[src/hw/rtl/cpan_pkg.sv]
package cpan_pkg;

    localparam int KEY_W    = 128;
    localparam int CFG_W    = 64;
    localparam int CFG_IDX_W = 8;
    localparam int PREFIX_W = 5;
    localparam int ROUND_W  = 4;
    localparam logic [ROUND_W-1:0] LAST_ROUND = 4'd10;
    localparam logic [7:0] RCON_FIRST = 8'h01;

    localparam logic [CFG_IDX_W-1:0] REG_KEY_A  = 8'd0;
    localparam logic [CFG_IDX_W-1:0] REG_KEY_B  = 8'd1;
    localparam logic [CFG_IDX_W-1:0] REG_SEED_A = 8'd2;
    localparam logic [CFG_IDX_W-1:0] REG_SEED_B = 8'd3;
    localparam logic [CFG_IDX_W-1:0] REG_COUNT  = 8'd4;

    typedef enum logic [1:0] {
        ST_IDLE,
        ST_LOAD,
        ST_ROUND,
        ST_FINISH
    } cpan_state_t;

    typedef struct packed {
        logic                capture;
        logic                load;
        logic                use_seed;
        logic                round;
        logic                last;
        logic                store_pad;
        logic                store_bit;
        logic                finish;
        logic [PREFIX_W-1:0] prefix;
    } cpan_cmd_t;

    localparam logic [7:0] SBOX [256] = '{
        8'h63,8'h7c,8'h77,8'h7b,8'hf2,8'h6b,8'h6f,8'hc5,8'h30,8'h01,8'h67,8'h2b,8'hfe,8'hd7,8'hab,8'h76,
        8'hca,8'h82,8'hc9,8'h7d,8'hfa,8'h59,8'h47,8'hf0,8'had,8'hd4,8'ha2,8'haf,8'h9c,8'ha4,8'h72,8'hc0,
        8'hb7,8'hfd,8'h93,8'h26,8'h36,8'h3f,8'hf7,8'hcc,8'h34,8'ha5,8'he5,8'hf1,8'h71,8'hd8,8'h31,8'h15,
        8'h04,8'hc7,8'h23,8'hc3,8'h18,8'h96,8'h05,8'h9a,8'h07,8'h12,8'h80,8'he2,8'heb,8'h27,8'hb2,8'h75,
        8'h09,8'h83,8'h2c,8'h1a,8'h1b,8'h6e,8'h5a,8'ha0,8'h52,8'h3b,8'hd6,8'hb3,8'h29,8'he3,8'h2f,8'h84,
        8'h53,8'hd1,8'h00,8'hed,8'h20,8'hfc,8'hb1,8'h5b,8'h6a,8'hcb,8'hbe,8'h39,8'h4a,8'h4c,8'h58,8'hcf,
        8'hd0,8'hef,8'haa,8'hfb,8'h43,8'h4d,8'h33,8'h85,8'h45,8'hf9,8'h02,8'h7f,8'h50,8'h3c,8'h9f,8'ha8,
        8'h51,8'ha3,8'h40,8'h8f,8'h92,8'h9d,8'h38,8'hf5,8'hbc,8'hb6,8'hda,8'h21,8'h10,8'hff,8'hf3,8'hd2,
        8'hcd,8'h0c,8'h13,8'hec,8'h5f,8'h97,8'h44,8'h17,8'hc4,8'ha7,8'h7e,8'h3d,8'h64,8'h5d,8'h19,8'h73,
        8'h60,8'h81,8'h4f,8'hdc,8'h22,8'h2a,8'h90,8'h88,8'h46,8'hee,8'hb8,8'h14,8'hde,8'h5e,8'h0b,8'hdb,
        8'he0,8'h32,8'h3a,8'h0a,8'h49,8'h06,8'h24,8'h5c,8'hc2,8'hd3,8'hac,8'h62,8'h91,8'h95,8'he4,8'h79,
        8'he7,8'hc8,8'h37,8'h6d,8'h8d,8'hd5,8'h4e,8'ha9,8'h6c,8'h56,8'hf4,8'hea,8'h65,8'h7a,8'hae,8'h08,
        8'hba,8'h78,8'h25,8'h2e,8'h1c,8'ha6,8'hb4,8'hc6,8'he8,8'hdd,8'h74,8'h1f,8'h4b,8'hbd,8'h8b,8'h8a,
        8'h70,8'h3e,8'hb5,8'h66,8'h48,8'h03,8'hf6,8'h0e,8'h61,8'h35,8'h57,8'hb9,8'h86,8'hc1,8'h1d,8'h9e,
        8'he1,8'hf8,8'h98,8'h11,8'h69,8'hd9,8'h8e,8'h94,8'h9b,8'h1e,8'h87,8'he9,8'hce,8'h55,8'h28,8'hdf,
        8'h8c,8'ha1,8'h89,8'h0d,8'hbf,8'he6,8'h42,8'h68,8'h41,8'h99,8'h2d,8'h0f,8'hb0,8'h54,8'hbb,8'h16
    };

    function automatic logic [7:0] xtime(input logic [7:0] b);
        return {b[6:0], 1'b0} ^ (b[7] ? 8'h1b : 8'h00);
    endfunction

    // Byte 0 of the AES state sits in the top bits of the word.
    function automatic logic [7:0] get_byte(input logic [KEY_W-1:0] s, input int i);
        return s[KEY_W-1-8*i -: 8];
    endfunction

    function automatic logic [KEY_W-1:0] next_round_key(input logic [KEY_W-1:0] rk,
                                                        input logic [7:0] rcon);
        logic [31:0] t;
        logic [31:0] w0;
        logic [31:0] w1;
        logic [31:0] w2;
        logic [31:0] w3;
        t  = {SBOX[rk[23:16]] ^ rcon, SBOX[rk[15:8]], SBOX[rk[7:0]], SBOX[rk[31:24]]};
        w0 = rk[127:96] ^ t;
        w1 = rk[95:64] ^ w0;
        w2 = rk[63:32] ^ w1;
        w3 = rk[31:0] ^ w2;
        return {w0, w1, w2, w3};
    endfunction

    function automatic logic [KEY_W-1:0] aes_round(input logic [KEY_W-1:0] s,
                                                   input logic [KEY_W-1:0] rk,
                                                   input logic last);
        logic [7:0] t [16];
        logic [7:0] a0;
        logic [7:0] a1;
        logic [7:0] a2;
        logic [7:0] a3;
        logic [7:0] all;
        logic [KEY_W-1:0] r;
        for (int c = 0; c < 4; c++) begin
            for (int q = 0; q < 4; q++) begin
                t[q + 4*c] = SBOX[get_byte(s, q + 4*((c + q) & 3))];
            end
        end
        if (!last) begin
            for (int c = 0; c < 4; c++) begin
                a0  = t[4*c];
                a1  = t[4*c+1];
                a2  = t[4*c+2];
                a3  = t[4*c+3];
                all = a0 ^ a1 ^ a2 ^ a3;
                t[4*c]   = a0 ^ all ^ xtime(a0 ^ a1);
                t[4*c+1] = a1 ^ all ^ xtime(a1 ^ a2);
                t[4*c+2] = a2 ^ all ^ xtime(a2 ^ a3);
                t[4*c+3] = a3 ^ all ^ xtime(a3 ^ a0);
            end
        end
        for (int i = 0; i < 16; i++) begin
            r[KEY_W-1-8*i -: 8] = t[i];
        end
        return r ^ rk;
    endfunction

endpackage

[src/hw/rtl/cpan_ctrl.sv]
module cpan_ctrl #(
    parameter int ADDRESS_BITS = 32
) (
    input  logic               clk,
    input  logic               rst_n,
    input  logic               in_valid,
    output logic               in_stall,
    output logic               out_valid,
    input  logic               out_stall,
    input  logic               cfg_hit,
    output cpan_pkg::cpan_cmd_t cmd
);

    localparam logic [cpan_pkg::PREFIX_W-1:0] LAST_PREFIX =
        cpan_pkg::PREFIX_W'(ADDRESS_BITS - 1);

    cpan_pkg::cpan_state_t state_reg, state_next;
    logic [cpan_pkg::ROUND_W-1:0]  round_reg, round_next;
    logic [cpan_pkg::PREFIX_W-1:0] prefix_reg, prefix_next;
    logic pad_mode_reg, pad_mode_next;
    logic pad_ready_reg, pad_ready_next;
    logic out_valid_reg, out_valid_next;

    always_ff @(posedge clk or negedge rst_n) begin
        if (!rst_n) begin
            state_reg     <= cpan_pkg::ST_IDLE;
            round_reg     <= '0;
            prefix_reg    <= '0;
            pad_mode_reg  <= 1'b0;
            pad_ready_reg <= 1'b0;
            out_valid_reg <= 1'b0;
        end else begin
            state_reg     <= state_next;
            round_reg     <= round_next;
            prefix_reg    <= prefix_next;
            pad_mode_reg  <= pad_mode_next;
            pad_ready_reg <= pad_ready_next;
            out_valid_reg <= out_valid_next;
        end
    end

    always_comb begin
        state_next     = state_reg;
        round_next     = round_reg;
        prefix_next    = prefix_reg;
        pad_mode_next  = pad_mode_reg;
        pad_ready_next = pad_ready_reg;
        out_valid_next = out_valid_reg && out_stall;
        cmd            = '0;
        cmd.prefix     = prefix_reg;
        cmd.use_seed   = pad_mode_reg;
        in_stall       = 1'b1;
        case (state_reg)
            cpan_pkg::ST_IDLE: begin
                in_stall = 1'b0;
                if (in_valid) begin
                    cmd.capture   = 1'b1;
                    pad_mode_next = !pad_ready_reg;
                    prefix_next   = '0;
                    state_next    = cpan_pkg::ST_LOAD;
                end
            end
            cpan_pkg::ST_LOAD: begin
                cmd.load   = 1'b1;
                round_next = 4'd1;
                state_next = cpan_pkg::ST_ROUND;
            end
            cpan_pkg::ST_ROUND: begin
                cmd.round  = 1'b1;
                cmd.last   = (round_reg == cpan_pkg::LAST_ROUND);
                round_next = round_reg + 4'd1;
                if (cmd.last) begin
                    if (pad_mode_reg) begin
                        cmd.store_pad  = 1'b1;
                        pad_ready_next = 1'b1;
                        pad_mode_next  = 1'b0;
                        state_next     = cpan_pkg::ST_LOAD;
                    end else begin
                        cmd.store_bit = 1'b1;
                        if (prefix_reg == LAST_PREFIX) begin
                            state_next = cpan_pkg::ST_FINISH;
                        end else begin
                            prefix_next = prefix_reg + 1'b1;
                            state_next  = cpan_pkg::ST_LOAD;
                        end
                    end
                end
            end
            cpan_pkg::ST_FINISH: begin
                if (!out_valid_reg || !out_stall) begin
                    cmd.finish     = 1'b1;
                    out_valid_next = 1'b1;
                    state_next     = cpan_pkg::ST_IDLE;
                end
            end
            default: begin
                state_next = cpan_pkg::ST_IDLE;
            end
        endcase
        if (cfg_hit) begin
            pad_ready_next = 1'b0;
        end
    end

    assign out_valid = out_valid_reg;

endmodule

[config.mk]
export PLATFORM = sky130hd
export DESIGN_NAME = cpan_ctrl
export DESIGN_NICKNAME = d
export VERILOG_FILES = /design/src/hw/rtl/cpan_pkg.sv /design/src/hw/rtl/cpan_ctrl.sv
export SDC_FILE = /design/constraint.sdc
export NUM_CORES = 1
export LEC_CHECK = 0
export ABC_AREA = 1
export BUFFER_PORTS_ARGS = -buffer_cell sky130_fd_sc_hd__buf_2
export CORE_MARGIN = 3
export CORE_UTILIZATION = 56
export CTS_CLUSTER_DIAMETER = 80
export DETAILED_ROUTE_END_ITERATION = 8
export PLACE_DENSITY = 0.82
export SLEW_MARGIN = 30
export SYNTH_ARGS = -nofsm -noshare
export SYNTH_HDL_FRONTEND = slang
export SYNTH_SLANG_ARGS = --single-unit
[constraint.sdc]
create_clock -name clk -period 2.5 [get_ports clk]
set_clock_uncertainty 0.05 [all_clocks]
set_input_delay 0.375 -clock clk [delete_from_list [all_inputs] [get_ports clk]]
set_output_delay 0.375 -clock clk [all_outputs]
set_load 0.03 [all_outputs]
# [Word-level counts from Yosys, hierarchy flattened]
# Index checks and enable logic that the tools add are counted.
[totals] elab_cells=64 inputBits=5 out_inout_bits=15 register_bits=14
[op_classes] eq_ne=10 muxes=31 n_addsub=2 reduce_logical=15
[op_table] cell="$mux 5" count=4
[op_table] cell="$mux 1" count=16
[op_table] cell="$mux 2" count=6
[op_table] cell="$ne 2x2->1 const B" count=5
[op_table] cell="$pmux 5 s2" count=1
[op_table] cell="$reduce_bool 2->1" count=5
[op_table] cell="$reduce_and 3->1" count=3
[op_table] cell="$pmux 2 s4" count=1
[op_table] cell="$pmux 4 s2" count=1
[op_table] cell="$add 5x1->5 const B" count=1
[op_table] cell="$eq 5x5->1 const B" count=1
[op_table] cell="$reduce_and 5->1" count=1
[op_table] cell="$add 4x1->4 const B" count=1
[op_table] cell="$eq 2x2->1 const B" count=2
[op_table] cell="$eq 4x4->1 const B" count=1
[op_table] cell="$mux 4" count=1
[op_table] cell="$logic_not 1->1" count=3
[op_table] cell="$eq 2x1->1 const B" count=1
[op_table] cell="$logic_not 2->1" count=1
[op_table] cell="$pmux 1 s2" count=1
[op_table] cell="$logic_and 1x1->1" count=1
[op_table] cell="$logic_or 1x1->1" count=1

# [Depth between registers and ports, before layout]
[depth] word_depth=5 mapped_depth=10 ltp_nobuf=10

# [Worst setup path after synthesis]
# Ideal clock, no wire load.
[synth_timing] path_type="register to output" from="register state_reg[0]" to="output port cmd[7] (netlist name)" path_stages_with_launch=8 arrival_time_ps=1950 t_required_ps=2075 n_path_buf=1 slack_ps=125 path_cell_list="dfrtp_1 -> inv_1 -> ha_1 -> buf_6 -> inv_2 -> nor2_1 -> nand2_1 -> inv_1"
[synth_lines] element="from (decl)" line="cpan_ctrl.sv:17" text="cpan_pkg::cpan_state_t state_reg, state_next;"
[synth_lines] element="from (signal assigned)" line="cpan_ctrl.sv:26" text="state_reg <= cpan_pkg::ST_IDLE;"
[synth_lines] element="from (signal assigned)" line="cpan_ctrl.sv:33" text="state_reg <= state_next;"
[synth_lines] element="to (decl)" line="cpan_ctrl.sv:11" text="output cpan_pkg::cpan_cmd_t cmd"

==> summary.txt <==
Cells and area
  – Fin cells: 156
  – Layout net count: 156
  – Finished Cell Area: 0.001065 mm²
  – Area grow syn2layout: 15.47%
  – Max reg flops: 5
  – Antenna Diode Count: 0
  – Share of layout cells above drive strength 1: 25.00%

Logic synthesis
  – Post-synth top flop: dfrtp_1
  – Multiplexer share of the synthesized area: 0%
  – Yosys top cell by area: dfrtp_1
  – Syn Std Cell Area: 922.1 µm²
  – Largest family of logic cells by synthesized area: simple AND/OR/NAND/NOR gates
  – Ranking of synthesized cells by area: dfrtp_1, ha_1, nand2_1, inv_1, nor2_1
  – FF+latch count, synth: 14
  – Yosys cell types: 23
  – FFs w/ async S/R, synth: 100.0%
  – Simple-Gate Fraction of Synth Area: 32.70%
  – Post-synthesis sequential area ratio: 37.99%
  – Count leader, synth: nand2_1
  – YS warnings: 0
  – Synth Area in XOR/XNOR: 0.9498%
  – Number of synthesized flops with an enable pin: 0
  – Gate count after technology mapping: 118
  – Compound-Gate Fraction of Synth Area: 5.834%
  – Syn_area_per_cell: 7.815 µm²
  – Adder-cell share of the synthesized area: 13.57%
  – Post-synth top area share: 37.99%
  – Synthesized Nets: 133
  – Commonest cells post-synth: nand2_1, dfrtp_1, inv_1, nor2_1, ha_1

Detailed routing
  – Vias: 862
  – Top layer in use: met4
  – Routed met2 length: 1026 µm
  – Post-Route M1 WL: 896 µm
  – Initial DRT Pass Iterations: 4
  – Wire length after detailed routing: 2136 µm
  – Initial drt markers: 46
  – Residual DRC count: 0
  – Wire length per cell: 13.69 µm
  – ANT nets after route: 0
  – Met3 WL: 148 µm
  – Vias per inst: 5.526

STA
  – Max-slew headroom: 71.09%
  – Final period utilization: 95.12%
  – RSZ-0062 raised after global routing: no
  – Setup TNS: 0 ps
  – Fmax: 420.5 MHz
  – Final-report setup violation count: 0
  – Tmin final: 2378 ps
  – Worst slew pin tran: 433.7 ps
  – Final max-slew violation count: 0
  – Endpoints failing hold: 0

Die
  – I/O pins: 20
  – Initial core utilization: 60.51%
  – Row cnt: 14
  – CORE AREA: 0.001524 mm²
  – Die width: 46.58 µm
  – Die height: 46.58 µm
  – Die area: 0.002170 mm²

Global routing
  – Vias in the first global route: 771
  – Gr usage total: 21.70%
  – Largest net degree at the start of global routing: 15
  – Initial antenna violation count: 0
  – GRT overflow: 0
  – First-pass GRT wire length: 3291 µm

Placed design
  – Placer Congestion: 0.8685
  – Placed inst area: 0.001018 mm²
  – Cell Count Post-Placement: 151
  – Post-detail-place hpwl: 1622 µm
  – Port Buffers: 19

Flow run
  – Max-cap violation count: 0

Worst setup path
  – CP Cell Sequence: inv_1, ha_1, inv_2, nor2_1, nand2_1, inv_1, buf_2
  – Worst setup path startpoint: state_reg[0]$_DFFE_PN0P_
  – Top cell by count, worst path: inv_1
  – Worst setup SP type: flop
  – Crit-path max FO: 11
  – Worst EP arrival: 1950 ps
  – Endpoint class of the critical path: output pin
  – Worst r2r src: state_reg[0]$_DFFE_PN0P_
  – WS Path Type: reg -> out
  – Worst EP required: 2080 ps
  – Critical-path top delay cell: ha_1
  – Largest stage delay, worst path: 450 ps

Min path
  – Hold path startpoint: cfg_hit
  – Worst hold path type: in -> reg

Clock network
  – H-tree Lvls: 1
  – Clk root buf: clkbuf_4
  – Worst-path clk slew: 90 ps
  – Bufs on Longest Clock Path: 2
  – Skew-Pair Late Insertion Delay: 280 ps
  – Post-CTS sizing: 0
  – Num CTS Buffers: 3
  – CTS tree: yes
  – CTS sink cnt: 14
  – Hold_buf cts: 1
  – Setup bufs post-CTS: 0

Outcome
  – Status: completed

Pwr
  – Leakage: 0.6304 nW
  – Power density cells: 1164 mW/mm²
  – VDD IR max: 0.9733 mV
kinds of logic after synthesis:
logic type / after synthesis
and+or+nand+nor: 64
xor gates and xnor gates: 1
adders and majority gates: 10
buffers and inverters: 19
DFF: 14
AOI/OAI and AO/OA: 10
stage by stage:
step                setup slack [ps]  hold WS [ps]  power (mW)  utilization, %
floorplan                      124.7         29.41      0.9096               -
global placement               554.2         232.7       1.024           66.83
detailed placement             461.8         239.6       1.064           66.83
CTS                            140.4         175.7       1.234           69.87
global route                   9.270         193.6       1.322           69.87
finish                         122.1         170.6       1.239           69.87
routing by layer:
metal / vias to the layer above / global-route usage (%)
li1: 417 / -
met1: 389 / 24.82
met2: 44 / 37.36
met3: 12 / 4.688
met4: 0 / 10.80
met5: - / 0
power by group:
| part | internal, mW | switching [mW] |
|---|---|---|
| Clock | 0.0887 | 0.0803 |
| Sequential | 0.287 | 0.0735 |
| Combinational | 0.217 | 0.493 |
| Total | 0.593 | 0.647 |
cell type report:
class                           count  area, µm²
Clock buffer                        4      36.28
Fill cell                         133      459.2
Inverter                           17      63.81
Multi-Input combinational cell     85      489.2
Sequential cell                    14      350.3
Tap cell                           16      20.02
Timing Repair Buffer               20      105.1
placed cells by master (no fill, tap or decap), drive strengths merged:
cell	n
nand4	6
nor2	17
a21oi	3
nand2	33
a21o	1
nor3	3
buf	19
o22ai	1
ha	10
o21ai	5
inv	17
or2	1
dfrtp	14
clkbuf	4
dlygate4sd3	1
xor2	1
nand3	4
critical path, delay by kind of cell, from the launching register on:
kind	cells	cell delay [ps]
flip-flops	1	430
adder cells (fa/ha/maj)	1	450
buffers and inverters	4	550
AND/OR/NAND/NOR	2	240
worst paths after layout:
kind / end / slack [ps] / depth (start not counted)
setup / recovery: cmd[7] / 120 / 7
hold / removal: pad_ready_reg$_DFFE_PN0P_ / 170 / 2
setup reg to reg: prefix_reg[1]$_DFFE_PN0P_ / 700 / 7
hold reg to reg: pad_ready_reg$_DFFE_PN0P_ / 470 / 2
max in group asynchronous: prefix_reg[1]$_DFFE_PN0P_ / 1710 / 2
min in group asynchronous: pad_ready_reg$_DFFE_PN0P_ / 450 / 2
No activity file was read; power rests on OpenSTA's default activity.
